<file path="src/rtl/kpe_pkg.sv">
// Shared types and constants of the k-permutation enumerator.
// No dependencies; used by kpe_free_pick and k_permutation_enumerator_core.
package kpe_pkg;

    localparam int MAX_POSITIONS_DEF = 8;
    localparam int MAX_VALUES_DEF    = 16;

    localparam int DIGIT_W    = 4;
    localparam int LIMIT_W    = 5;
    localparam int IDX_CNT_W  = 4;
    localparam int ITEM_CNT_W = 5;
    localparam int TUPLE_W    = 32;
    localparam int STATUS_W   = 2;
    localparam int CFG_IDX_W  = 2;
    localparam int CFG_DATA_W = 5;

    localparam logic [CFG_IDX_W-1:0] REG_INDEX_COUNT = 2'd0;
    localparam logic [CFG_IDX_W-1:0] REG_ITEM_COUNT  = 2'd1;

    localparam logic [STATUS_W-1:0] STATUS_VALID      = 2'd0;
    localparam logic [STATUS_W-1:0] STATUS_EXHAUSTED  = 2'd1;
    localparam logic [STATUS_W-1:0] STATUS_CONFIG_ERR = 2'd2;

    localparam logic [IDX_CNT_W-1:0]  INDEX_COUNT_RST = 4'd4;
    localparam logic [ITEM_CNT_W-1:0] ITEM_COUNT_RST  = 5'd8;

    typedef enum logic [1:0] {
        ST_IDLE,
        ST_SEARCH,
        ST_FILL,
        ST_EMIT
    } kpe_state_t;

endpackage

</file>
<file path="src/rtl/kpe_free_pick.sv">
// Shared pick unit: highest value below a limit that is not marked in a used mask.
// Depends on kpe_pkg.
module kpe_free_pick #(
    parameter int NUM_VALUES = kpe_pkg::MAX_VALUES_DEF
) (
    input  logic [NUM_VALUES-1:0]           used_mask,
    input  logic [kpe_pkg::LIMIT_W-1:0]     limit,
    output logic                            found,
    output logic [kpe_pkg::DIGIT_W-1:0]     value
);

    always_comb
    begin
        found = 1'b0;
        value = '0;
        // Ascending scan: the highest free candidate wins.
        for (int v = 0; v < NUM_VALUES; v++)
        begin
            if (!used_mask[v] && (kpe_pkg::LIMIT_W'(v) < limit))
            begin
                found = 1'b1;
                value = kpe_pkg::DIGIT_W'(v);
            end
        end
    end

endmodule

</file>
<file path="src/rtl/k_permutation_enumerator_core.sv">
// Top level of the k-permutation enumerator: sequencer, digit registers, ports.
// Depends on kpe_pkg and kpe_free_pick.
//
//  channel | signals                                   | direction | beat carries
//  --------+-------------------------------------------+-----------+-----------------------
//  s_      | s_tvalid s_tready s_tdata[7:0]            | in        | restart request
//  m_      | m_tvalid m_tready m_tdata m_tuser m_tlast | out       | tuple, status, final
//  cfg_    | cfg_valid cfg_ready cfg_index cfg_data    | in        | register write
//
// A restart, a first request, an exhausted request or a bad configuration is
// accepted and then emitted. A next-tuple request adds a search pass and a refill, where
// s (1..index_count) is the number of positions the search pass visits and f (< s)
// the number of lower positions refilled; both passes share one free-value pick unit.
// Reset clears the sequencer, the output valid flag and the start/exhausted flags, and
// loads index_count 4, item_count 8. A stalled output holds the result in the output
// register; the input side is taken again once that result is loaded there.
module k_permutation_enumerator_core #(
    parameter int MAX_POSITIONS = kpe_pkg::MAX_POSITIONS_DEF,
    parameter int MAX_VALUES    = kpe_pkg::MAX_VALUES_DEF
) (
    input  logic                                clk,
    input  logic                                rst_n,
    // stream in
    input  logic                                s_tvalid,
    output logic                                s_tready,
    input  logic [7:0]                          s_tdata,   // [0] restart, [7:1] zero
    // stream out
    output logic                                m_tvalid,
    input  logic                                m_tready,
    output logic [kpe_pkg::TUPLE_W-1:0]         m_tdata,   // [31:0] tuple_word
    output logic [kpe_pkg::STATUS_W-1:0]        m_tuser,   // [1:0] status
    output logic                                m_tlast,   // final_tuple
    // configuration writes
    input  logic                                cfg_valid,
    output logic                                cfg_ready,
    input  logic [kpe_pkg::CFG_IDX_W-1:0]       cfg_index,
    input  logic [kpe_pkg::CFG_DATA_W-1:0]      cfg_data
);

    localparam int POS_W   = (MAX_POSITIONS > 1) ? $clog2(MAX_POSITIONS) : 1;
    localparam int WIDE_W  = MAX_POSITIONS * kpe_pkg::DIGIT_W;

    // Configuration and control state
    logic [kpe_pkg::IDX_CNT_W-1:0]  index_count_reg, index_count_next;
    logic [kpe_pkg::ITEM_CNT_W-1:0] item_count_reg, item_count_next;
    logic                           started_reg, started_next;
    logic                           exhausted_reg, exhausted_next;
    kpe_pkg::kpe_state_t            state_reg, state_next;
    logic [POS_W-1:0]               pos_reg, pos_next;
    logic [MAX_VALUES-1:0]          used_reg, used_next;
    logic [kpe_pkg::STATUS_W-1:0]   res_status_reg, res_status_next;

    // Digits of the current tuple, position 0 least significant
    logic [kpe_pkg::DIGIT_W-1:0]    digit_reg [MAX_POSITIONS];
    logic [kpe_pkg::DIGIT_W-1:0]    digit_next [MAX_POSITIONS];

    // Output register
    logic                           m_tvalid_reg, m_tvalid_next;
    logic [kpe_pkg::TUPLE_W-1:0]    m_tdata_reg, m_tdata_next;
    logic [kpe_pkg::STATUS_W-1:0]   m_tuser_reg, m_tuser_next;
    logic                           m_tlast_reg, m_tlast_next;

    logic                           in_beat;
    logic                           cfg_ok;
    logic                           out_free;
    logic [kpe_pkg::LIMIT_W-1:0]    k_ext;
    logic [MAX_VALUES-1:0]          search_used;
    logic [MAX_VALUES-1:0]          pick_used;
    logic [kpe_pkg::LIMIT_W-1:0]    pick_limit;
    logic                           pick_found;
    logic [kpe_pkg::DIGIT_W-1:0]    pick_value;
    logic [MAX_VALUES-1:0]          pick_onehot;
    logic                           pos_is_top;
    logic [WIDE_W-1:0]              tuple_wide;
    logic                           is_final;

    assign cfg_ready = 1'b1;
    assign s_tready  = (state_reg == kpe_pkg::ST_IDLE);
    assign in_beat   = s_tvalid && s_tready;
    assign out_free  = !m_tvalid_reg || m_tready;
    assign k_ext     = {1'b0, index_count_reg};

    assign m_tvalid = m_tvalid_reg;
    assign m_tdata  = m_tdata_reg;
    assign m_tuser  = m_tuser_reg;
    assign m_tlast  = m_tlast_reg;

    assign cfg_ok = (index_count_reg != '0)
                 && (k_ext <= kpe_pkg::LIMIT_W'(MAX_POSITIONS))
                 && (item_count_reg != '0)
                 && (item_count_reg <= kpe_pkg::ITEM_CNT_W'(MAX_VALUES))
                 && (k_ext <= item_count_reg);

    assign pos_is_top = ({{(kpe_pkg::LIMIT_W-POS_W){1'b0}}, pos_reg} == (k_ext - 5'd1));

    // Values held by the positions above the one under search
    always_comb
    begin
        search_used = '0;
        for (int j = 0; j < MAX_POSITIONS; j++)
        begin
            if ((j > int'(pos_reg)) && (j < int'(index_count_reg)))
                search_used = search_used | (MAX_VALUES'(1) << digit_reg[j]);
        end
    end

    // Search looks below the current digit; refill looks below item_count
    assign pick_used  = (state_reg == kpe_pkg::ST_FILL) ? used_reg : search_used;
    assign pick_limit = (state_reg == kpe_pkg::ST_FILL) ? item_count_reg
                                                        : {1'b0, digit_reg[pos_reg]};
    assign pick_onehot = MAX_VALUES'(1) << pick_value;

    kpe_free_pick #(
        .NUM_VALUES (MAX_VALUES)
    ) u_pick (
        .used_mask (pick_used),
        .limit     (pick_limit),
        .found     (pick_found),
        .value     (pick_value)
    );

    // Packed tuple and last-tuple test: the last tuple holds k-1-p at position p
    always_comb
    begin
        tuple_wide = '0;
        is_final   = 1'b1;
        for (int p = 0; p < MAX_POSITIONS; p++)
        begin
            if (p < int'(index_count_reg))
            begin
                tuple_wide[p*kpe_pkg::DIGIT_W +: kpe_pkg::DIGIT_W] = digit_reg[p];
                if ({1'b0, digit_reg[p]} != (k_ext - kpe_pkg::LIMIT_W'(p) - 5'd1))
                    is_final = 1'b0;
            end
        end
    end

    // Next state
    always_comb
    begin
        state_next = state_reg;
        case (state_reg)
            kpe_pkg::ST_IDLE:
            begin
                if (in_beat)
                begin
                    if (cfg_ok && !s_tdata[0] && started_reg && !exhausted_reg)
                        state_next = kpe_pkg::ST_SEARCH;
                    else
                        state_next = kpe_pkg::ST_EMIT;
                end
            end
            kpe_pkg::ST_SEARCH:
            begin
                if (pick_found)
                    state_next = (pos_reg == '0) ? kpe_pkg::ST_EMIT : kpe_pkg::ST_FILL;
                else if (pos_is_top)
                    state_next = kpe_pkg::ST_EMIT;
            end
            kpe_pkg::ST_FILL:
            begin
                if (pos_reg == '0)
                    state_next = kpe_pkg::ST_EMIT;
            end
            kpe_pkg::ST_EMIT:
            begin
                if (out_free)
                    state_next = kpe_pkg::ST_IDLE;
            end
            default:
                state_next = kpe_pkg::ST_IDLE;
        endcase
    end

    // Datapath and output register
    always_comb
    begin
        index_count_next = index_count_reg;
        item_count_next  = item_count_reg;
        started_next     = started_reg;
        exhausted_next   = exhausted_reg;
        pos_next         = pos_reg;
        used_next        = used_reg;
        res_status_next  = res_status_reg;
        digit_next       = digit_reg;
        m_tvalid_next    = m_tvalid_reg;
        m_tdata_next     = m_tdata_reg;
        m_tuser_next     = m_tuser_reg;
        m_tlast_next     = m_tlast_reg;

        if (m_tvalid_reg && m_tready)
            m_tvalid_next = 1'b0;

        case (state_reg)
            kpe_pkg::ST_IDLE:
            begin
                if (in_beat)
                begin
                    pos_next = '0;
                    if (!cfg_ok)
                        res_status_next = kpe_pkg::STATUS_CONFIG_ERR;
                    else if (s_tdata[0] || !started_reg)
                    begin
                        // Rewind: position p takes item_count - index_count + p
                        for (int p = 0; p < MAX_POSITIONS; p++)
                            digit_next[p] = kpe_pkg::DIGIT_W'(item_count_reg - k_ext
                                                            + kpe_pkg::LIMIT_W'(p));
                        started_next    = 1'b1;
                        exhausted_next  = 1'b0;
                        res_status_next = kpe_pkg::STATUS_VALID;
                    end
                    else if (exhausted_reg)
                        res_status_next = kpe_pkg::STATUS_EXHAUSTED;
                    else
                        res_status_next = kpe_pkg::STATUS_VALID;
                end
            end
            kpe_pkg::ST_SEARCH:
            begin
                if (pick_found)
                begin
                    digit_next[pos_reg] = pick_value;
                    used_next = search_used | pick_onehot;
                    if (pos_reg != '0)
                        pos_next = pos_reg - 1'b1;
                end
                else if (pos_is_top)
                begin
                    exhausted_next  = 1'b1;
                    res_status_next = kpe_pkg::STATUS_EXHAUSTED;
                end
                else
                    pos_next = pos_reg + 1'b1;
            end
            kpe_pkg::ST_FILL:
            begin
                // Refill lower positions with the largest free values
                digit_next[pos_reg] = pick_value;
                used_next = used_reg | pick_onehot;
                if (pos_reg != '0)
                    pos_next = pos_reg - 1'b1;
            end
            kpe_pkg::ST_EMIT:
            begin
                if (out_free)
                begin
                    m_tvalid_next = 1'b1;
                    m_tuser_next  = res_status_reg;
                    if (res_status_reg == kpe_pkg::STATUS_VALID)
                    begin
                        m_tdata_next = kpe_pkg::TUPLE_W'(tuple_wide);
                        m_tlast_next = is_final;
                    end
                    else
                    begin
                        m_tdata_next = '0;
                        m_tlast_next = 1'b0;
                    end
                end
            end
            default:
            begin
                pos_next = '0;
            end
        endcase

        // Register writes must arrive only while idle (not enforced here); either one rewinds the enumeration
        if (cfg_valid && cfg_ready)
        begin
            case (cfg_index)
                kpe_pkg::REG_INDEX_COUNT:
                begin
                    index_count_next = cfg_data[kpe_pkg::IDX_CNT_W-1:0];
                    started_next     = 1'b0;
                    exhausted_next   = 1'b0;
                end
                kpe_pkg::REG_ITEM_COUNT:
                begin
                    item_count_next = cfg_data[kpe_pkg::ITEM_CNT_W-1:0];
                    started_next    = 1'b0;
                    exhausted_next  = 1'b0;
                end
                default:
                begin
                    index_count_next = index_count_reg;
                end
            endcase
        end
    end

    always_ff @(posedge clk or negedge rst_n)
    begin
        if (!rst_n)
        begin
            state_reg       <= kpe_pkg::ST_IDLE;
            index_count_reg <= kpe_pkg::INDEX_COUNT_RST;
            item_count_reg  <= kpe_pkg::ITEM_COUNT_RST;
            started_reg     <= 1'b0;
            exhausted_reg   <= 1'b0;
            m_tvalid_reg    <= 1'b0;
        end
        else
        begin
            state_reg       <= state_next;
            index_count_reg <= index_count_next;
            item_count_reg  <= item_count_next;
            started_reg     <= started_next;
            exhausted_reg   <= exhausted_next;
            m_tvalid_reg    <= m_tvalid_next;
        end
    end

    // Payload registers: no reset
    always_ff @(posedge clk)
    begin
        pos_reg        <= pos_next;
        used_reg       <= used_next;
        res_status_reg <= res_status_next;
        digit_reg      <= digit_next;
        m_tdata_reg    <= m_tdata_next;
        m_tuser_reg    <= m_tuser_next;
        m_tlast_reg    <= m_tlast_next;
    end

endmodule
</file>
<file path="config.mk">
export PLATFORM = sky130hd
export DESIGN_NAME = k_permutation_enumerator_core
export DESIGN_NICKNAME = d
export VERILOG_FILES = /design/src/rtl/kpe_pkg.sv /design/src/rtl/kpe_free_pick.sv /design/src/rtl/k_permutation_enumerator_core.sv
export SDC_FILE = /design/constraint.sdc
export NUM_CORES = 1
export LEC_CHECK = 0
export BUFFER_PORTS_ARGS = -buffer_cell sky130_fd_sc_hd__buf_2
export CORE_ASPECT_RATIO = 1.1
export CORE_MARGIN = 8
export CORE_UTILIZATION = 45
export DETAILED_ROUTE_END_ITERATION = 10
export PLACE_DENSITY_LB_ADDON = 0.15
export SKIP_CTS_REPAIR_TIMING = 1
export SYNTH_ARGS = -nofsm -noshare
export SYNTH_HDL_FRONTEND = slang
export SYNTH_SLANG_ARGS = --single-unit
</file>
<file path="constraint.sdc">
create_clock -name clk -period 4.4 [get_ports clk]
set_input_delay 0.44 -clock clk [delete_from_list [all_inputs] [get_ports clk]]
set_output_delay 0.44 -clock clk [all_outputs]
set_load 0.01 [all_outputs]
</file>
After elaboration in Yosys (flattened, before gate mapping)
Cells that the tools add are included.
{"block": "totals", "in_bits": 20, "elab_cells": 315, "output_inout_bits": 38, "regBits": 102}
{"block": "classes", "magnitude_cmp": 36, "n_shift": 8, "eq_ne": 23, "reduce_logical": 82, "add_sub_neg": 24, "mux": 106, "bitwise_logic": 9}
{"operator": "16-bit two-way mux", "n": 9}
{"operator": "32-bit two-way mux", "n": 4}
{"operator": "16-bit bitwise OR", "n": 8}
{"operator": "1-bit by 4-bit << shifter with 16-bit output, first input constant", "n": 8}
{"operator": "32-bit case mux with 3 select lines", "n": 1}
{"operator": "1-bit two-way mux", "n": 52}
{"operator": "4-bit two-way mux", "n": 11}
{"operator": "4-bit by 5-bit less-than comparator with 1-bit output, first input constant", "n": 8}
{"operator": "4-bit by 5-bit != test with 1-bit output", "n": 8}
{"operator": "5-bit by 1-bit subtractor with 5-bit output, second input constant", "n": 7}
{"operator": "1-bit logical AND", "n": 33}
{"operator": "32-bit bitwise mux", "n": 1}
{"operator": "16-bit case mux with 2 select lines", "n": 1}
{"operator": "2-bit two-way mux", "n": 12}
{"operator": "3-bit two-way mux", "n": 8}
{"operator": "2-bit AND reduction", "n": 12}
{"operator": "1-bit zero test", "n": 20}
{"operator": "3-bit by 5-bit less-than comparator with 1-bit output, first input constant", "n": 4}
{"operator": "4-bit by 3-bit subtractor with 5-bit output, second input constant", "n": 4}
{"operator": "4-bit by 3-bit adder with 4-bit output, second input constant", "n": 4}
{"operator": "3-bit by 4-bit less-than comparator with 1-bit output, first input constant", "n": 4}
{"operator": "4-bit binary-select mux with 3-bit select", "n": 1}
{"operator": "4-bit demux with 3-bit select", "n": 1}
{"operator": "3-bit greater-than comparator, first input constant", "n": 4}
{"operator": "41 further kinds", "n": 63}

Longest topological paths before layout
{"block": "logic_depth", "depth_word": 38, "depth_mapped": 16, "mapped_depth_nobuf": 12}

Hierarchy
From an unflattened synthesis, not the netlist that was laid out.
{"block": "hier_totals", "cells_unflattened": 832, "area_unflattened_um2": 7681.1}
{"mod": "k_permutation_enumerator_core", "n_inst": 1, "cells_each": 755, "area_per_inst_um2": 7234.4, "seq_area_each_um2": 2995.4}
{"mod": "kpe_free_pick", "n_inst": 1, "cells_each": 77, "area_per_inst_um2": 446.7, "seq_area_each_um2": 0.0}

Worst setup path before layout
Ideal clock, no wire load.
{"block": "synth_timing", "path_kind": "register to register", "start": "reg index_count_reg[2] (netlist bit)", "end": "reg used_reg[0] (enable)", "setup_slack_ps": 229, "arrival_time_ps": 3777, "path_buffers": 4, "required_time_ps": 4006, "stages_incl_launch_ff": 16, "path_cell_list": "dfstp_2 clkbuf_1 inv_1 ha_1 buf_2 buf_2 nand2_1 nand4_1 o22ai_1 or4b_1 a31oi_2 or3_4 a211oi_4 and3_1 buf_4 a21oi_1"}
{"block": "synth_via", "elab_chain_cells": 36, "elab_cells_between_ends": 78}
{"item": "from (decl)", "line": "k_permutation_enumerator_core.sv:44", "rtl": "logic [kpe_pkg::IDX_CNT_W-1:0] index_count_reg, index_count_next;"}
{"item": "from (signal assigned)", "line": "k_permutation_enumerator_core.sv:296", "rtl": "index_count_reg <= kpe_pkg::INDEX_COUNT_RST;"}
{"item": "from (signal assigned)", "line": "k_permutation_enumerator_core.sv:305", "rtl": "index_count_reg <= index_count_next;"}
{"item": "1-bit by 4-bit less-than comparator with 1-bit output", "line": "k_permutation_enumerator_core.sv:102", "rtl": "if ((j > int'(pos_reg)) && (j < int'(index_count_reg)))"}
{"item": "1-bit logical AND", "line": "k_permutation_enumerator_core.sv:102"}
{"item": "16-bit two-way mux", "line": "k_permutation_enumerator_core.sv:102"}
{"item": "16-bit bitwise OR", "line": "k_permutation_enumerator_core.sv:103", "rtl": "search_used = search_used | (MAX_VALUES'(1) << digit_reg[j]);"}
{"item": "16-bit two-way mux", "line": "k_permutation_enumerator_core.sv:102"}
{"item": "16-bit bitwise OR", "line": "k_permutation_enumerator_core.sv:103"}
{"item": "16-bit two-way mux", "line": "k_permutation_enumerator_core.sv:102"}
{"item": "16-bit bitwise OR", "line": "k_permutation_enumerator_core.sv:103"}
{"item": "(+6 left out)"}
{"item": "16-bit two-way mux *", "line": "k_permutation_enumerator_core.sv:102"}
{"item": "16-bit two-way mux *", "line": "k_permutation_enumerator_core.sv:108", "rtl": "assign pick_used = (state_reg == kpe_pkg::ST_FILL) ? used_reg : search_used;"}
{"item": "1-bit zero test", "line": "kpe_free_pick.sv:19", "rtl": "if (!used_mask[v] && (kpe_pkg::LIMIT_W'(v) < limit))"}
{"item": "1-bit logical AND", "line": "kpe_free_pick.sv:19"}
{"item": "1-bit two-way mux (15 in a row)", "line": "kpe_free_pick.sv:19"}
{"item": "1-bit two-way mux *", "line": "kpe_free_pick.sv:19"}
{"item": "2-bit != test (no line) *"}
{"item": "2-bit AND reduction (no line) *"}
{"item": "to (signal assigned)", "line": "k_permutation_enumerator_core.sv:317", "rtl": "used_reg <= used_next;"}
{"item": "to (decl)", "line": "k_permutation_enumerator_core.sv:50", "rtl": "logic [MAX_VALUES-1:0] used_reg, used_next;"}
Every way passes the cells marked *; elsewhere a longest branch is shown, timed or not.
A chain may end at the register's enable or synchronous reset.

Final worst setup path
{"block": "layout_timing", "start": "reg pos_reg[1]", "end": "reg digit_reg[1] (netlist bit) (enable)"}
{"block": "layout_via", "elab_chain_cells": 36, "elab_cells_between_ends": 99}
{"item": "from (decl)", "line": "k_permutation_enumerator_core.sv:49", "rtl": "logic [POS_W-1:0] pos_reg, pos_next;"}
{"item": "from (signal assigned)", "line": "k_permutation_enumerator_core.sv:316", "rtl": "pos_reg <= pos_next;"}
{"item": "1-bit by 3-bit greater-than comparator with 1-bit output", "line": "k_permutation_enumerator_core.sv:102"}
{"item": "1-bit logical AND", "line": "k_permutation_enumerator_core.sv:102"}
{"item": "16-bit two-way mux", "line": "k_permutation_enumerator_core.sv:102"}
{"item": "16-bit bitwise OR", "line": "k_permutation_enumerator_core.sv:103"}
{"item": "16-bit two-way mux", "line": "k_permutation_enumerator_core.sv:102"}
{"item": "16-bit bitwise OR", "line": "k_permutation_enumerator_core.sv:103"}
{"item": "16-bit two-way mux", "line": "k_permutation_enumerator_core.sv:102"}
{"item": "16-bit bitwise OR", "line": "k_permutation_enumerator_core.sv:103"}
{"item": "(+6 left out)"}
{"item": "16-bit two-way mux", "line": "k_permutation_enumerator_core.sv:102"}
{"item": "16-bit two-way mux", "line": "k_permutation_enumerator_core.sv:108"}
{"item": "1-bit zero test", "line": "kpe_free_pick.sv:19"}
{"item": "1-bit logical AND", "line": "kpe_free_pick.sv:19"}
{"item": "1-bit two-way mux (15 in a row)", "line": "kpe_free_pick.sv:19"}
{"item": "1-bit two-way mux *", "line": "kpe_free_pick.sv:19"}
{"item": "2-bit != test (no line) *"}
{"item": "5-bit AND reduction (no line) *"}
{"item": "to (signal assigned)", "line": "k_permutation_enumerator_core.sv:319", "rtl": "digit_reg <= digit_next;"}
{"item": "to (decl)", "line": "k_permutation_enumerator_core.sv:54", "rtl": "logic [kpe_pkg::DIGIT_W-1:0] digit_reg [MAX_POSITIONS];"}
Every way passes the cells marked *; elsewhere a longest branch is shown, timed or not. The select of a mux whose other input is x is not followed.

==> impl_metrics.json <==
{
  "outcome": "finished clean",
  "h-tree-depth": 3,
  "setup_violations": 0,
  "instances_no_fill": 1210,
  "via_count": 7831,
  "cp-end-kind": "register",
  "diodes": 0,
  "synthTopCellsByCount": "88 x edfxtp_1, 68 x nand2_1, 42 x o21ai_0, 35 x a21oi_1, 35 x ha_1",
  "drt_wl_total_um": 29400,
  "ys_types": 98,
  "cp-start-kind": "register",
  "drtPass1Iterations": 6,
  "cap_violations": 0,
  "io_buffers": 49,
  "track_usage_pct": 26.3,
  "cts_tree": "built",
  "clkTransAtPathRegs_ns": 0.08,
  "yosys.cell_count.top_type": "edfxtp_1",
  "dieArea_mm2": 0.0227,
  "cts_inserted_buffers": 9,
  "grt-ovfl-total": 0,
  "yosysTopAreaCell": "edfxtp_1",
  "syn_inst": 865,
  "cts_buffer_depth": 2,
  "grt_max_degree": 46,
  "antenna_found_initial": 0,
  "ys_top_cells_by_area": "edfxtp_1 32%, ha_1 5.4%, dfrtp_1 3.7%, nand2_1 3.1%, xnor2_1 2.8%",
  "synthFlopType": "edfxtp_1",
  "layout-drive-gt1-share_pct": 21.9,
  "min_path_type": "in2reg",
  "area_delta_synth_final_pct": 17.0,
  "synth_top_area_share_pct": 32.4,
  "ios": 58,
  "dp.cells": 1191,
  "coreArea_mm2": 0.0177,
  "min_period_ns": 4.19,
  "clk_latency_ns": 0.37,
  "worst_pin_slew_ns": 1.13,
  "fin_worst_skew_ns": 0.0123,
  "rows": 51,
  "yosysWarnings": 0,
  "die_x_um": 144,
  "fin_nets": 1023,
  "fin_crit_sh_pct": 95.3,
  "syn-num-nets": 921,
  "slew_viol_final": 0,
  "ys_seq_area_share_pct": 36.7,
  "viasPerCell": 6.47,
  "dp_hpwl_um": 22600,
  "grt_pass1_vias": 7632,
  "async_reset_ff_share_pct": 13.7,
  "fin_ws_ns": 0.206,
  "synth_area_mm2": 0.00816,
  "drt_iter0_drc": 1057,
  "avgSynthCellArea_um2": 9.44,
  "post_drt_wl_per_cell_um": 24.3,
  "grt_pass1_wl_um": 45000,
  "arrival_ns": 4.32,
  "cts.sinks": 102,
  "preCtsSetupSlack_ns": 0.0247,
  "final_area_mm2": 0.00955,
  "rsz0062_at_grt": "false",
  "timing.fmax_ghz": 0.238,
  "die_h_um": 157,
  "drc": 0,
  "max-slew-margin-rel_pct": 24.3,
  "yosys_register_bits": 102,
  "hold_ws_ns": 0.299,
  "path_max_fanout": 8,
  "postRouteAntennaNets": 0,
  "ctsRootBufferMaster": "clkbuf_16",
  "critPathKind": "reg2reg",
  "synth_edf_count": 88,
  "dpl_cell_area_mm2": 0.00919,
  "finalHoldViolCount": 0,
  "cp.required_ns": 4.53,
  "place_congestion": 0.955,
  "start_util_pct": 46.0
}
-- metrics by stage --
stage	util, %	TNS (ns)
floorplan	-	0
global placement	51.8	0
detailed placement	51.8	0
CTS	53.5	-0.345
global route	53.8	0
finish	53.8	0
-- cell families (layout without fill, tap and decap cells) --
| group | after synthesis | after routing | share of synthesized area [%] |
|---|---|---|---|
| AO/OA/AOI/OAI | 261 | 261 | 23.5 |
| XOR/XNOR | 48 | 48 | 5.15 |
| adder cells (fa/ha/maj) | 36 | 36 | 5.61 |
| buffers and inverters | 90 | 197 | 5.15 |
| flip-flops | 102 | 102 | 36.7 |
| multiplexers | 12 | 12 | 1.72 |
| other | 1 | 1 | 0.0459 |
| AND/OR/NAND/NOR | 315 | 315 | 22.1 |
-- metal layers --
metal / GRT usage, % / up-vias / part of all wire (%)
li1: - / 3522 / -
met1: 34.8 / 3793 / 41
met2: 41.8 / 425 / 46
met3: 4.57 / 91 / 9.1
met4: 10.7 / 0 / 3.8
met5: 0 / - / 0
-- final timing paths --
path / startpoint / to / slack (ns) / depth (start not counted)
max: pos_reg[1] / digit_reg[1] / 0.21 / 15
min: cfg_data[1] / index_count_reg[1] / 0.30 / 3
min reg2reg: started_reg / started_reg / 0.51 / 2
max in group asynchronous: rst_n / index_count_reg[2] / 3.60 / 2
min in group asynchronous: rst_n / item_count_reg[0] / 0.50 / 2
max reg2reg: pos_reg[1] / digit_reg[1] / 0.21 / 15
-- placed cells by master (no fill, tap or decap), drive strengths merged, types with 6 or more instances in the layout --
cell type	synthesis	layout
buf	30	147
edfxtp	88	88
nand2	70	70
o21ai	57	57
inv	33	38
a21oi	36	36
ha	35	35
nor2	32	32
and3	32	32
nand2b	29	29
o22ai	29	29
nand3	28	28
xnor2	26	26
xor2	22	22
nor2b	19	19
nand4	18	18
o32ai	16	16
a31oi	15	15
a21boi	15	15
and2	13	13
o211ai	12	12
dfrtp	12	12
nor3	11	11
nor4	9	9
clkbuf	27	9
a21o	8	8
a221oi	8	8
a211oi	8	8
or2	8	8
nor4b	7	7
nand4b	7	7
mux2	6	6
-- final cells by class --
class / count / area [um2]
clock inverter: 7 / 73.8
multi-input combinational: 673 / 4780
clock buffer: 9 / 225
tap: 238 / 298
timing repair buffer: 148 / 1050
fill: 1665 / 8190
inverter: 33 / 124
sequential: 102 / 3000
-- critical path: stages (launching register included) --
cell       delay [ns]
edfxtp_1         0.51
ha_1             0.31
buf_4            0.17
a21o_1           0.19
or4_1            0.58
o22ai_1          0.32
o32ai_4          0.19
a211oi_1         0.31
buf_4            0.18
o2bb2ai_2        0.08
a2111oi_4        0.19
buf_4            0.19
and3_2           0.29
a211oi_4         0.10
a21boi_1         0.17
buf_4            0.18
Power is not shown: default switching activity piles up to over one toggle a cycle in this logic, so the estimate is an artifact.
